$ cat config.mk
export PLATFORM = sky130hd
export DESIGN_NAME = calendar_gps_time_converter_core
export DESIGN_NICKNAME = d
export VERILOG_FILES = /design/src/rtl/cgt_pkg.sv /design/src/rtl/cgt_to_mjd.sv /design/src/rtl/cgt_from_mjd.sv /design/src/rtl/calendar_gps_time_converter_core.sv
export SDC_FILE = /design/constraint.sdc
export NUM_CORES = 2
export LEC_CHECK = 0
export BUFFER_PORTS_ARGS = -buffer_cell sky130_fd_sc_hd__buf_4
export CAP_MARGIN = 40
export CORE_MARGIN = 2
export CORE_UTILIZATION = 38
export DETAILED_ROUTE_END_ITERATION = 6
export PLACE_DENSITY = 0.57
export SLEW_MARGIN = 20
export SYNTH_ARGS = -nofsm -noshare
export SYNTH_HDL_FRONTEND = slang
export SYNTH_SLANG_ARGS = --single-unit
export TNS_END_PERCENT = 20
$ cat constraint.sdc
create_clock -name clk -period 24.3 [get_ports clk]
set_clock_uncertainty 0.05 [all_clocks]
set_input_delay 2.43 -clock clk [delete_from_list [all_inputs] [get_ports clk]]
set_output_delay 2.43 -clock clk [all_outputs]
set_load 0.02 [all_outputs]
$ cat src/rtl/cgt_pkg.sv
package cgt_pkg;

    // Conversion direction carried in the action field
    localparam logic ACT_CAL_TO_GPS = 1'b0;
    localparam logic ACT_GPS_TO_CAL = 1'b1;

    // Time units in milliseconds
    localparam logic [26:0] MS_PER_DAY  = 27'd86400000;
    localparam logic [21:0] MS_PER_HOUR = 22'd3600000;
    localparam logic [15:0] MS_PER_MIN  = 16'd60000;

    // Day-number offsets
    localparam logic [16:0] MJD_GPS_EPOCH = 17'd44244;    // MJD of 1980-01-06
    localparam logic [19:0] MJD_OFFSET    = 20'd679019;   // 2400000.5 - 1720981.5
    localparam logic [21:0] JD_B_OFFSET   = 22'd2401538;  // 2400001 + 1537
    localparam logic [11:0] JD_C_BIAS     = 12'd2442;     // 20 * 122.1
    localparam logic [12:0] JD_C_DIV      = 13'd7305;     // 20 * 365.25
    localparam logic [12:0] JD_YEAR_BASE  = 13'd4715;

    // Calendar limits and month codes
    localparam logic [11:0] YEAR_MIN    = 12'd1980;
    localparam logic [11:0] YEAR_MAX    = 12'd2099;
    localparam logic [3:0]  MONTH_FEB   = 4'd2;
    localparam logic [3:0]  MONTH_MAR   = 4'd3;
    localparam logic [3:0]  MONTH_SHIFT = 4'd12;  // Jan/Feb move to the prior year
    localparam logic [3:0]  E_WRAP      = 4'd14;  // first month index of the next year

    // Reciprocals for division by constants; each quotient comes out exact
    // or one short, and one compare-subtract stage fixes it up.
    // sow / 86400000 = (sow >> 10) / 84375
    localparam logic [10:0] DAY_RECIP   = 11'((32'd1 << 27) / 32'd84375);
    // exact for any 16-bit dividend, no fix-up needed
    localparam logic [16:0] WEEK7_RECIP = 17'(((33'd1 << 19) + 33'd6) / 33'd7);
    localparam logic [25:0] CAL_RECIP   = 26'((64'd1 << 38) / 64'd7305);
    // tod / 3600000 = (tod >> 7) / 28125
    localparam logic [10:0] HOUR_RECIP  = 11'((32'd1 << 25) / 32'd28125);
    // rem / 60000 = (rem >> 5) / 1875
    localparam logic [13:0] MIN_RECIP   = 14'((32'd1 << 24) / 32'd1875);

    typedef struct packed {
        logic        action;
        logic [11:0] year;
        logic [3:0]  month;
        logic [4:0]  day;
        logic [4:0]  hour;
        logic [5:0]  minute;
        logic [15:0] second_ms;
        logic [12:0] gps_week;
        logic [29:0] gps_sow_ms;
    } cmd_t;

    typedef struct packed {
        logic [11:0] out_year;
        logic [3:0]  out_month;
        logic [4:0]  out_day;
        logic [4:0]  out_hour;
        logic [5:0]  out_minute;
        logic [15:0] out_second_ms;
        logic [12:0] out_gps_week;
        logic [29:0] out_gps_sow_ms;
        logic [16:0] mjd_days;
        logic [26:0] day_time_ms;
    } result_t;

    // Day number plus time of day handed from the front half to the back half
    typedef struct packed {
        logic        valid;
        logic [16:0] days;
        logic [26:0] tod_ms;
    } mjd_t;

    // floor(30.6001 * k)
    function automatic logic [8:0] month_span(input logic [4:0] k);
        logic [8:0] v;
        case (k)
            5'd0:    v = 9'd0;
            5'd1:    v = 9'd30;
            5'd2:    v = 9'd61;
            5'd3:    v = 9'd91;
            5'd4:    v = 9'd122;
            5'd5:    v = 9'd153;
            5'd6:    v = 9'd183;
            5'd7:    v = 9'd214;
            5'd8:    v = 9'd244;
            5'd9:    v = 9'd275;
            5'd10:   v = 9'd306;
            5'd11:   v = 9'd336;
            5'd12:   v = 9'd367;
            5'd13:   v = 9'd397;
            5'd14:   v = 9'd428;
            5'd15:   v = 9'd459;
            5'd16:   v = 9'd489;
            default: v = 9'd0;
        endcase
        return v;
    endfunction

    // floor(x / 30.6001) for a day-of-year offset below 490
    function automatic logic [3:0] month_count(input logic [8:0] x);
        logic [22:0] xs;
        logic [3:0]  e;
        xs = 23'(x) * 23'd10000;
        e  = '0;
        for (int k = 1; k < 16; k++)
        begin
            if (xs >= 23'(306001 * k))
            begin
                e = 4'(k);
            end
        end
        return e;
    endfunction

endpackage

$ cat src/rtl/cgt_to_mjd.sv
module cgt_to_mjd (
    input  logic          clk,
    input  logic          rst_n,
    input  logic          cmd_valid,
    input  cgt_pkg::cmd_t cmd,
    output cgt_pkg::mjd_t mjd
);

    // first stage: calendar day sum, raw time of day, day quotient estimate
    logic [11:0] year_sat;
    logic [11:0] year_adj;
    logic [4:0]  month_idx;
    logic [22:0] year_days;
    logic [21:0] days_sum;
    logic [26:0] tod_raw;
    logic [30:0] day_prod;

    logic        s1_valid_reg;
    logic        s1_action_reg;
    logic [16:0] s1_days_reg;
    logic [26:0] s1_tod_reg;
    logic [29:0] s1_sow_reg;
    logic [12:0] s1_week_reg;
    logic [3:0]  s1_qday_reg;

    // second stage: fix up the quotient, carry whole days, pick direction
    logic [27:0] sow_rem;
    logic [27:0] sow_fix;
    logic [3:0]  qday_fix;
    logic [16:0] days_gps;
    logic [16:0] days_cal;
    logic [26:0] tod_cal;

    cgt_pkg::mjd_t mjd_next;
    logic          mjd_valid_reg;
    logic [16:0]   mjd_days_reg;
    logic [26:0]   mjd_tod_reg;

    always_comb
    begin
        year_sat = cmd.year;
        if (cmd.year < cgt_pkg::YEAR_MIN)
        begin
            year_sat = cgt_pkg::YEAR_MIN;
        end
        if (cmd.year > cgt_pkg::YEAR_MAX)
        begin
            year_sat = cgt_pkg::YEAR_MAX;
        end
        // January and February count as months 13 and 14 of the year before
        if (cmd.month <= cgt_pkg::MONTH_FEB)
        begin
            year_adj  = year_sat - 12'd1;
            month_idx = 5'(cmd.month) + 5'(cgt_pkg::MONTH_SHIFT) + 5'd1;
        end
        else
        begin
            year_adj  = year_sat;
            month_idx = 5'(cmd.month) + 5'd1;
        end
        year_days = 23'(year_adj) * 23'd1461;
        days_sum  = 22'(year_days[22:2]) + 22'(cgt_pkg::month_span(month_idx))
                  + 22'(cmd.day) - 22'(cgt_pkg::MJD_OFFSET);
        tod_raw   = 27'(cmd.hour) * 27'(cgt_pkg::MS_PER_HOUR)
                  + 27'(cmd.minute) * 27'(cgt_pkg::MS_PER_MIN)
                  + 27'(cmd.second_ms);
        day_prod  = 31'(cmd.gps_sow_ms[29:10]) * 31'(cgt_pkg::DAY_RECIP);
    end

    always_ff @(posedge clk or negedge rst_n)
    begin
        if (!rst_n)
        begin
            s1_valid_reg <= 1'b0;
        end
        else
        begin
            s1_valid_reg <= cmd_valid;
        end
    end

    always_ff @(posedge clk)
    begin
        s1_action_reg <= cmd.action;
        s1_days_reg   <= days_sum[16:0];
        s1_tod_reg    <= tod_raw;
        s1_sow_reg    <= cmd.gps_sow_ms;
        s1_week_reg   <= cmd.gps_week;
        s1_qday_reg   <= day_prod[30:27];
    end

    always_comb
    begin
        sow_rem  = 28'(s1_sow_reg) - 28'(s1_qday_reg) * 28'(cgt_pkg::MS_PER_DAY);
        sow_fix  = sow_rem;
        qday_fix = s1_qday_reg;
        if (sow_rem >= 28'(cgt_pkg::MS_PER_DAY))
        begin
            sow_fix  = sow_rem - 28'(cgt_pkg::MS_PER_DAY);
            qday_fix = s1_qday_reg + 4'd1;
        end
        days_gps = cgt_pkg::MJD_GPS_EPOCH + 17'(s1_week_reg) * 17'd7 + 17'(qday_fix);

        // time of day stays under two days: carry at most one
        days_cal = s1_days_reg;
        tod_cal  = s1_tod_reg;
        if (s1_tod_reg >= cgt_pkg::MS_PER_DAY)
        begin
            days_cal = s1_days_reg + 17'd1;
            tod_cal  = s1_tod_reg - cgt_pkg::MS_PER_DAY;
        end

        mjd_next.valid = s1_valid_reg;
        if (s1_action_reg == cgt_pkg::ACT_GPS_TO_CAL)
        begin
            mjd_next.days   = days_gps;
            mjd_next.tod_ms = sow_fix[26:0];
        end
        else
        begin
            mjd_next.days   = days_cal;
            mjd_next.tod_ms = tod_cal;
        end
    end

    always_ff @(posedge clk or negedge rst_n)
    begin
        if (!rst_n)
        begin
            mjd_valid_reg <= 1'b0;
        end
        else
        begin
            mjd_valid_reg <= mjd_next.valid;
        end
    end

    always_ff @(posedge clk)
    begin
        mjd_days_reg <= mjd_next.days;
        mjd_tod_reg  <= mjd_next.tod_ms;
    end

    assign mjd = {mjd_valid_reg, mjd_days_reg, mjd_tod_reg};

endmodule

$ cat src/rtl/cgt_from_mjd.sv
module cgt_from_mjd (
    input  logic             clk,
    input  logic             rst_n,
    input  cgt_pkg::mjd_t    mjd,
    output logic             done,
    output cgt_pkg::result_t result
);

    // stage 3: quotient estimates for weeks, Julian years, hours
    logic [16:0] dsince;
    logic [32:0] w7_prod;
    logic [21:0] jd_b;
    logic [25:0] cnum;
    logic [51:0] cal_prod;
    logic [30:0] hr_prod;

    logic        s3_valid_reg;
    logic        s3_pre_reg;
    logic [15:0] s3_dweek_reg;
    logic [13:0] s3_q7_reg;
    logic [21:0] s3_b_reg;
    logic [25:0] s3_num_reg;
    logic [13:0] s3_cq_reg;
    logic [4:0]  s3_hq_reg;
    logic [16:0] s3_days_reg;
    logic [26:0] s3_tod_reg;

    // stage 4: GPS outputs, fix-ups of the estimates
    logic [15:0] rem7_wide;
    logic [2:0]  rem7;
    logic [25:0] c_rem;
    logic [13:0] c_fix;
    logic [22:0] hr_rem;
    logic [22:0] hr_fix;
    logic [4:0]  hour_fix;
    logic [12:0] gw_next;
    logic [29:0] gs_next;

    logic        s4_valid_reg;
    logic [12:0] s4_gw_reg;
    logic [29:0] s4_gs_reg;
    logic [12:0] s4_c_reg;
    logic [21:0] s4_b_reg;
    logic [4:0]  s4_hour_reg;
    logic [21:0] s4_hr_rem_reg;
    logic [16:0] s4_days_reg;
    logic [26:0] s4_tod_reg;

    // stage 5: day of year, minute estimate
    logic [23:0] cent_days;
    logic [21:0] doy_wide;
    logic [30:0] min_prod;

    logic        s5_valid_reg;
    logic [8:0]  s5_doy_reg;
    logic [12:0] s5_c_reg;
    logic [5:0]  s5_mq_reg;
    logic [21:0] s5_hr_rem_reg;
    logic [4:0]  s5_hour_reg;
    logic [12:0] s5_gw_reg;
    logic [29:0] s5_gs_reg;
    logic [16:0] s5_days_reg;
    logic [26:0] s5_tod_reg;

    // stage 6: month, day, year, minute and second
    logic [3:0]  e_idx;
    logic [8:0]  cday_wide;
    logic [3:0]  cmon;
    logic [12:0] cyear_wide;
    logic [16:0] min_rem;
    logic [16:0] min_fix;
    logic [5:0]  minute_fix;

    logic             done_reg;
    cgt_pkg::result_t result_next;
    cgt_pkg::result_t result_reg;

    always_comb
    begin
        dsince   = mjd.days - cgt_pkg::MJD_GPS_EPOCH;
        w7_prod  = 33'(dsince[15:0]) * 33'(cgt_pkg::WEEK7_RECIP);
        jd_b     = 22'(mjd.days) + cgt_pkg::JD_B_OFFSET;
        cnum     = 26'(jd_b) * 26'd20 - 26'(cgt_pkg::JD_C_BIAS);
        cal_prod = 52'(cnum) * 52'(cgt_pkg::CAL_RECIP);
        hr_prod  = 31'(mjd.tod_ms[26:7]) * 31'(cgt_pkg::HOUR_RECIP);
    end

    always_ff @(posedge clk or negedge rst_n)
    begin
        if (!rst_n)
        begin
            s3_valid_reg <= 1'b0;
            s4_valid_reg <= 1'b0;
            s5_valid_reg <= 1'b0;
            done_reg     <= 1'b0;
        end
        else
        begin
            s3_valid_reg <= mjd.valid;
            s4_valid_reg <= s3_valid_reg;
            s5_valid_reg <= s4_valid_reg;
            done_reg     <= s5_valid_reg;
        end
    end

    always_ff @(posedge clk)
    begin
        s3_pre_reg   <= (mjd.days < cgt_pkg::MJD_GPS_EPOCH);
        s3_dweek_reg <= dsince[15:0];
        s3_q7_reg    <= w7_prod[32:19];
        s3_b_reg     <= jd_b;
        s3_num_reg   <= cnum;
        s3_cq_reg    <= cal_prod[51:38];
        s3_hq_reg    <= hr_prod[29:25];
        s3_days_reg  <= mjd.days;
        s3_tod_reg   <= mjd.tod_ms;
    end

    always_comb
    begin
        // weeks and day of week since the epoch; zero before the epoch
        rem7_wide = s3_dweek_reg - 16'(s3_q7_reg) * 16'd7;
        rem7      = rem7_wide[2:0];
        if (s3_pre_reg)
        begin
            gw_next = '0;
            gs_next = '0;
        end
        else
        begin
            gw_next = s3_q7_reg[12:0];
            gs_next = 30'(rem7) * 30'(cgt_pkg::MS_PER_DAY) + 30'(s3_tod_reg);
        end

        c_rem = s3_num_reg - 26'(s3_cq_reg) * 26'(cgt_pkg::JD_C_DIV);
        c_fix = s3_cq_reg;
        if (c_rem >= 26'(cgt_pkg::JD_C_DIV))
        begin
            c_fix = s3_cq_reg + 14'd1;
        end

        hr_rem   = 23'(s3_tod_reg) - 23'(s3_hq_reg) * 23'(cgt_pkg::MS_PER_HOUR);
        hr_fix   = hr_rem;
        hour_fix = s3_hq_reg;
        if (hr_rem >= 23'(cgt_pkg::MS_PER_HOUR))
        begin
            hr_fix   = hr_rem - 23'(cgt_pkg::MS_PER_HOUR);
            hour_fix = s3_hq_reg + 5'd1;
        end
    end

    always_ff @(posedge clk)
    begin
        s4_gw_reg     <= gw_next;
        s4_gs_reg     <= gs_next;
        s4_c_reg      <= c_fix[12:0];
        s4_b_reg      <= s3_b_reg;
        s4_hour_reg   <= hour_fix;
        s4_hr_rem_reg <= hr_fix[21:0];
        s4_days_reg   <= s3_days_reg;
        s4_tod_reg    <= s3_tod_reg;
    end

    always_comb
    begin
        cent_days = 24'(s4_c_reg) * 24'd1461;
        doy_wide  = s4_b_reg - cent_days[23:2];
        min_prod  = 31'(s4_hr_rem_reg[21:5]) * 31'(cgt_pkg::MIN_RECIP);
    end

    always_ff @(posedge clk)
    begin
        s5_doy_reg    <= doy_wide[8:0];
        s5_c_reg      <= s4_c_reg;
        s5_mq_reg     <= min_prod[29:24];
        s5_hr_rem_reg <= s4_hr_rem_reg;
        s5_hour_reg   <= s4_hour_reg;
        s5_gw_reg     <= s4_gw_reg;
        s5_gs_reg     <= s4_gs_reg;
        s5_days_reg   <= s4_days_reg;
        s5_tod_reg    <= s4_tod_reg;
    end

    always_comb
    begin
        e_idx     = cgt_pkg::month_count(s5_doy_reg);
        cday_wide = s5_doy_reg - cgt_pkg::month_span(5'(e_idx));
        if (e_idx < cgt_pkg::E_WRAP)
        begin
            cmon = e_idx - 4'd1;
        end
        else
        begin
            cmon = e_idx - 4'd13;
        end
        // March onward belongs to the Julian year one below the count
        cyear_wide = s5_c_reg - cgt_pkg::JD_YEAR_BASE
                   - ((cmon >= cgt_pkg::MONTH_MAR) ? 13'd1 : 13'd0);

        min_rem    = 17'(s5_hr_rem_reg) - 17'(s5_mq_reg) * 17'(cgt_pkg::MS_PER_MIN);
        min_fix    = min_rem;
        minute_fix = s5_mq_reg;
        if (min_rem >= 17'(cgt_pkg::MS_PER_MIN))
        begin
            min_fix    = min_rem - 17'(cgt_pkg::MS_PER_MIN);
            minute_fix = s5_mq_reg + 6'd1;
        end

        result_next.out_year       = cyear_wide[11:0];
        result_next.out_month      = cmon;
        result_next.out_day        = cday_wide[4:0];
        result_next.out_hour       = s5_hour_reg;
        result_next.out_minute     = minute_fix;
        result_next.out_second_ms  = min_fix[15:0];
        result_next.out_gps_week   = s5_gw_reg;
        result_next.out_gps_sow_ms = s5_gs_reg;
        result_next.mjd_days       = s5_days_reg;
        result_next.day_time_ms    = s5_tod_reg;
    end

    always_ff @(posedge clk)
    begin
        result_reg <= result_next;
    end

    assign done   = done_reg;
    assign result = result_reg;

endmodule

$ cat src/rtl/calendar_gps_time_converter_core.sv
// An accepted item passes the input register, then the stages of cgt_to_mjd and cgt_from_mjd, before done rises.
// Throughput: one item per cycle; busy stays low, so start may be held high.
// The pipeline has seven register stages; the widest one holds a 26 x 26 multiply.
// Reset (rst_n low, asynchronous) clears every stage's valid bit; data holds no reset.
// The receiver cannot stall: each result is shown for one cycle only.
module calendar_gps_time_converter_core (
    input  logic             clk,
    input  logic             rst_n,
    input  logic             start,
    output logic             busy,
    input  cgt_pkg::cmd_t    cmd,
    output logic             done,
    output cgt_pkg::result_t result
);

    // Input register: capture the item on the accepting edge.
    logic          cmd_valid_reg;
    cgt_pkg::cmd_t cmd_reg;
    logic          accept;

    // Day number and time of day between the two halves.
    cgt_pkg::mjd_t mjd;

    // Every stage advances every cycle, so an item never waits.
    assign busy   = 1'b0;
    assign accept = start && !busy;

    always_ff @(posedge clk or negedge rst_n)
    begin
        if (!rst_n)
        begin
            cmd_valid_reg <= 1'b0;
        end
        else
        begin
            cmd_valid_reg <= accept;
        end
    end

    always_ff @(posedge clk)
    begin
        if (accept)
        begin
            cmd_reg <= cmd;
        end
    end

    // Front half: form the MJD day and time of day from either direction.
    cgt_to_mjd u_to_mjd (
        .clk       (clk),
        .rst_n     (rst_n),
        .cmd_valid (cmd_valid_reg),
        .cmd       (cmd_reg),
        .mjd       (mjd)
    );

    // Back half: derive GPS week, seconds of week and the calendar instant.
    cgt_from_mjd u_from_mjd (
        .clk    (clk),
        .rst_n  (rst_n),
        .mjd    (mjd),
        .done   (done),
        .result (result)
    );

    // A result strobe only ever follows an accepted item.
    assert property (@(posedge clk) disable iff (!rst_n)
        done |-> $past(accept, 7))
        else $error("result strobe without a matching item");

    assert property (@(posedge clk) disable iff (!rst_n)
        done |-> (result.out_month >= 4'd1 && result.out_month <= 4'd12))
        else $error("month out of range");

    assert property (@(posedge clk) disable iff (!rst_n)
        done |-> (result.out_hour <= 5'd23 && result.out_minute <= 6'd59
                  && result.out_second_ms < cgt_pkg::MS_PER_MIN))
        else $error("time of day split out of range");

    assert property (@(posedge clk) disable iff (!rst_n)
        done |-> (result.day_time_ms < cgt_pkg::MS_PER_DAY
                  && result.out_gps_sow_ms < 30'd604800000))
        else $error("day or week remainder out of range");

endmodule
==> impl_metrics.ini <==
[finish]
layout_common_cells = ha_1 (1366), inv_1 (1335), fa_1 (691)
largest_register_ffs = 130
layout-drive-gt1-share_pct = 7.37
nFillCells = 16900
fin_nets = 9045
syn_to_final_growth_pct = 11.6
layout_commonest_cell = ha_1

[synth]
ys_types = 93
yosys_most_used_dff = dfxtp_1
ys_warn_count = 0
synth_top_area_share_pct = 25.4
ys_ff_latch = 729
yosysTopAreaCell = ha_1
avgSynthCellArea_um2 = 10.2
synth_edf_count = 92
ys_seq_area_share_pct = 23.1
async_reset_ff_share_pct = 0.960
synth_cells = 6591
netlist_area_um2 = 67300
synth.area.top_cells = ha_1 (25%), fa_1 (21%), dfxtp_1 (19%)

[route]
drt_iter0_markers = 1862
route.detailed.drc = 0
detail_route.vias_per_cell = 4.82
drt-total-wl_um = 153000
ant_nets = 0
num_vias = 44800
firstDrtPassIters = 7
wl_per_cell_um = 16.4

[floorplan]
die-area_um2 = 180000
die_h_um = 425
die_w_um = 425
ios = 232
core-area_um2 = 176000
initial_core_util_pct = 38.2
fp-row-count = 154

[setup_path]
worstPathRequired_ns = 24.89
end_kind = flip-flop
reg2reg_from = u_to_mjd.mjd_days_reg[1]
crit_type = reg -> reg
r2r_setup_slack_ns = 12.21
crit_path_max_incr_delay_ns = 0.69
crit_slowest_cell = dfxtp_1
crit_arrival_ns = 12.68
start_kind = flip-flop
worstRegToRegCells = 41
cp_max_fo = 13
regToRegEndpoint = u_from_mjd.s3_cq_reg[13]

[grt]
grt_first_pass_wirelength_um = 250000
antenna_found_initial = 6
track_usage_pct = 17.4
overflow = 0
first_global_vias = 46900
grt_max_degree = 63

[sta]
period_share_pct = 49.8
hold_viol_final = 0
grt_setup_unrepaired = no
setup_tns_ns = 0
drv_slew = 0
relSlewSlack_pct = 44.4
setup_viol = 0
fin_crit_ns = 12.09
fmax_mhz = 82.7
tightest_slew_ns = 0.828

[clock_tree]
post_cts_resized = 0
numCtsBuffers = 85
cts_sinks = 729
cts.clk_slew.worst_paths_ns = 0.06
clockBufferDepth = 3
cts_tree = done
post_cts_buffers = 0
clock_latency_ns = 0.72
cts_hold_buf = 0
cts_root_buf = clkbuf_16
h-tree-depth = 3

[outcome]
status = finished clean

[min_path]
hold_path_end = u_from_mjd.s4_days_reg[11]
hold_depth = 0
hold_start = u_from_mjd.s3_days_reg[11]
min_path_type = reg -> reg

[flow_run]
maxCapViolations = 0

[placed_design]
hpwl_um = 130000
port_buffers = 230
routabilityCongestion = 0.901
## per-stage QoR
step                cells  setup WS [ns]  util [%]  cell area [um2]  hold WS [ns]
floorplan            6602          12.92         -            67300         0.260
global placement     9138          12.37      40.9            71900         0.261
detailed placement   9144          12.22      40.9            72000         0.262
CTS                  9301          12.21      42.6            75000         0.263
global route         9306          11.24      42.7            75000         0.272
finish               9308          12.21      42.7            75000         0.262
## per-layer routing
layer | part of all wire [%] | track usage [%]
met1 | 46 | 22.7
met2 | 49 | 30.2
met3 | 2.9 | 2.05
met4 | 2.8 | 4.91
met5 | 0 | 0
## critical path, delay by kind of cell, from the launching register on
kind	cells	cell delay [ns]
adders and majority gates	11	4.60
DFF	1	0.69
and+or+nand+nor	6	1.57
AOI/OAI and AO/OA	15	4.09
buffers and inverters	7	0.60
xor gates and xnor gates	2	0.39
## synthesized netlist by cell type (35+ instances only)
master,n
nor3_1,88
nand3_1,96
nor2b_1,77
xnor2_1,303
ha_1,1366
o21ai_0,179
a211oi_1,45
nand2b_1,42
dfxtp_1,630
a21o_1,94
xor2_1,127
nor2_1,228
o211ai_1,45
a21oi_1,251
o21a_1,47
edfxtp_1,92
a31oi_1,41
or2_2,37
clkbuf_1,43
fa_1,691
inv_1,1335
nand2_1,211
and3_1,35
## final cells by class
type                            count  area [um2]  share of cell area (%)
Clock inverter                     55         661                   0.880
Clock buffer                      102        2340                    3.12
Inverter                         1335        5010                    6.68
Sequential cell                   729       15600                    20.7
Multi-Input combinational cell   4473       46500                    62.0
Timing Repair Buffer              269        2040                    2.72
Tap cell                         2340        2930                    3.90
Antenna cell                        5        12.5                  0.0167
## worst max path at each step
stage	from	endpoint	slack, ns	cells after the start
after CTS	u_to_mjd.mjd_days_reg[1]	u_from_mjd.s3_cq_reg[13]	12.21	41
after detailed placement	u_to_mjd.mjd_days_reg[1]	u_from_mjd.s3_cq_reg[13]	12.22	41
after global placement	u_to_mjd.mjd_days_reg[1]	u_from_mjd.s3_cq_reg[13]	12.37	41
after floorplan	u_to_mjd.mjd_days_reg[1]	u_from_mjd.s3_cq_reg[13]	12.92	40
after global routing	u_to_mjd.mjd_days_reg[1]	u_from_mjd.s3_cq_reg[13]	11.24	42
final	u_to_mjd.mjd_days_reg[1]	u_from_mjd.s3_cq_reg[13]	12.21	41
## cells by family after synthesis
kind of cell / after synthesis / share of synthesized area [%]
mux: 37 / 0.597
buf+inv: 1400 / 7.88
fa+ha+maj: 2057 / 46.0
simple gates: 962 / 7.15
compound gates: 971 / 9.58
xor+xnor: 433 / 5.68
flops: 729 / 23.1
other cells: 2 / 0.0112
Power is not shown: default switching activity piles up to over one toggle a cycle in this logic, so the estimate is an artifact.
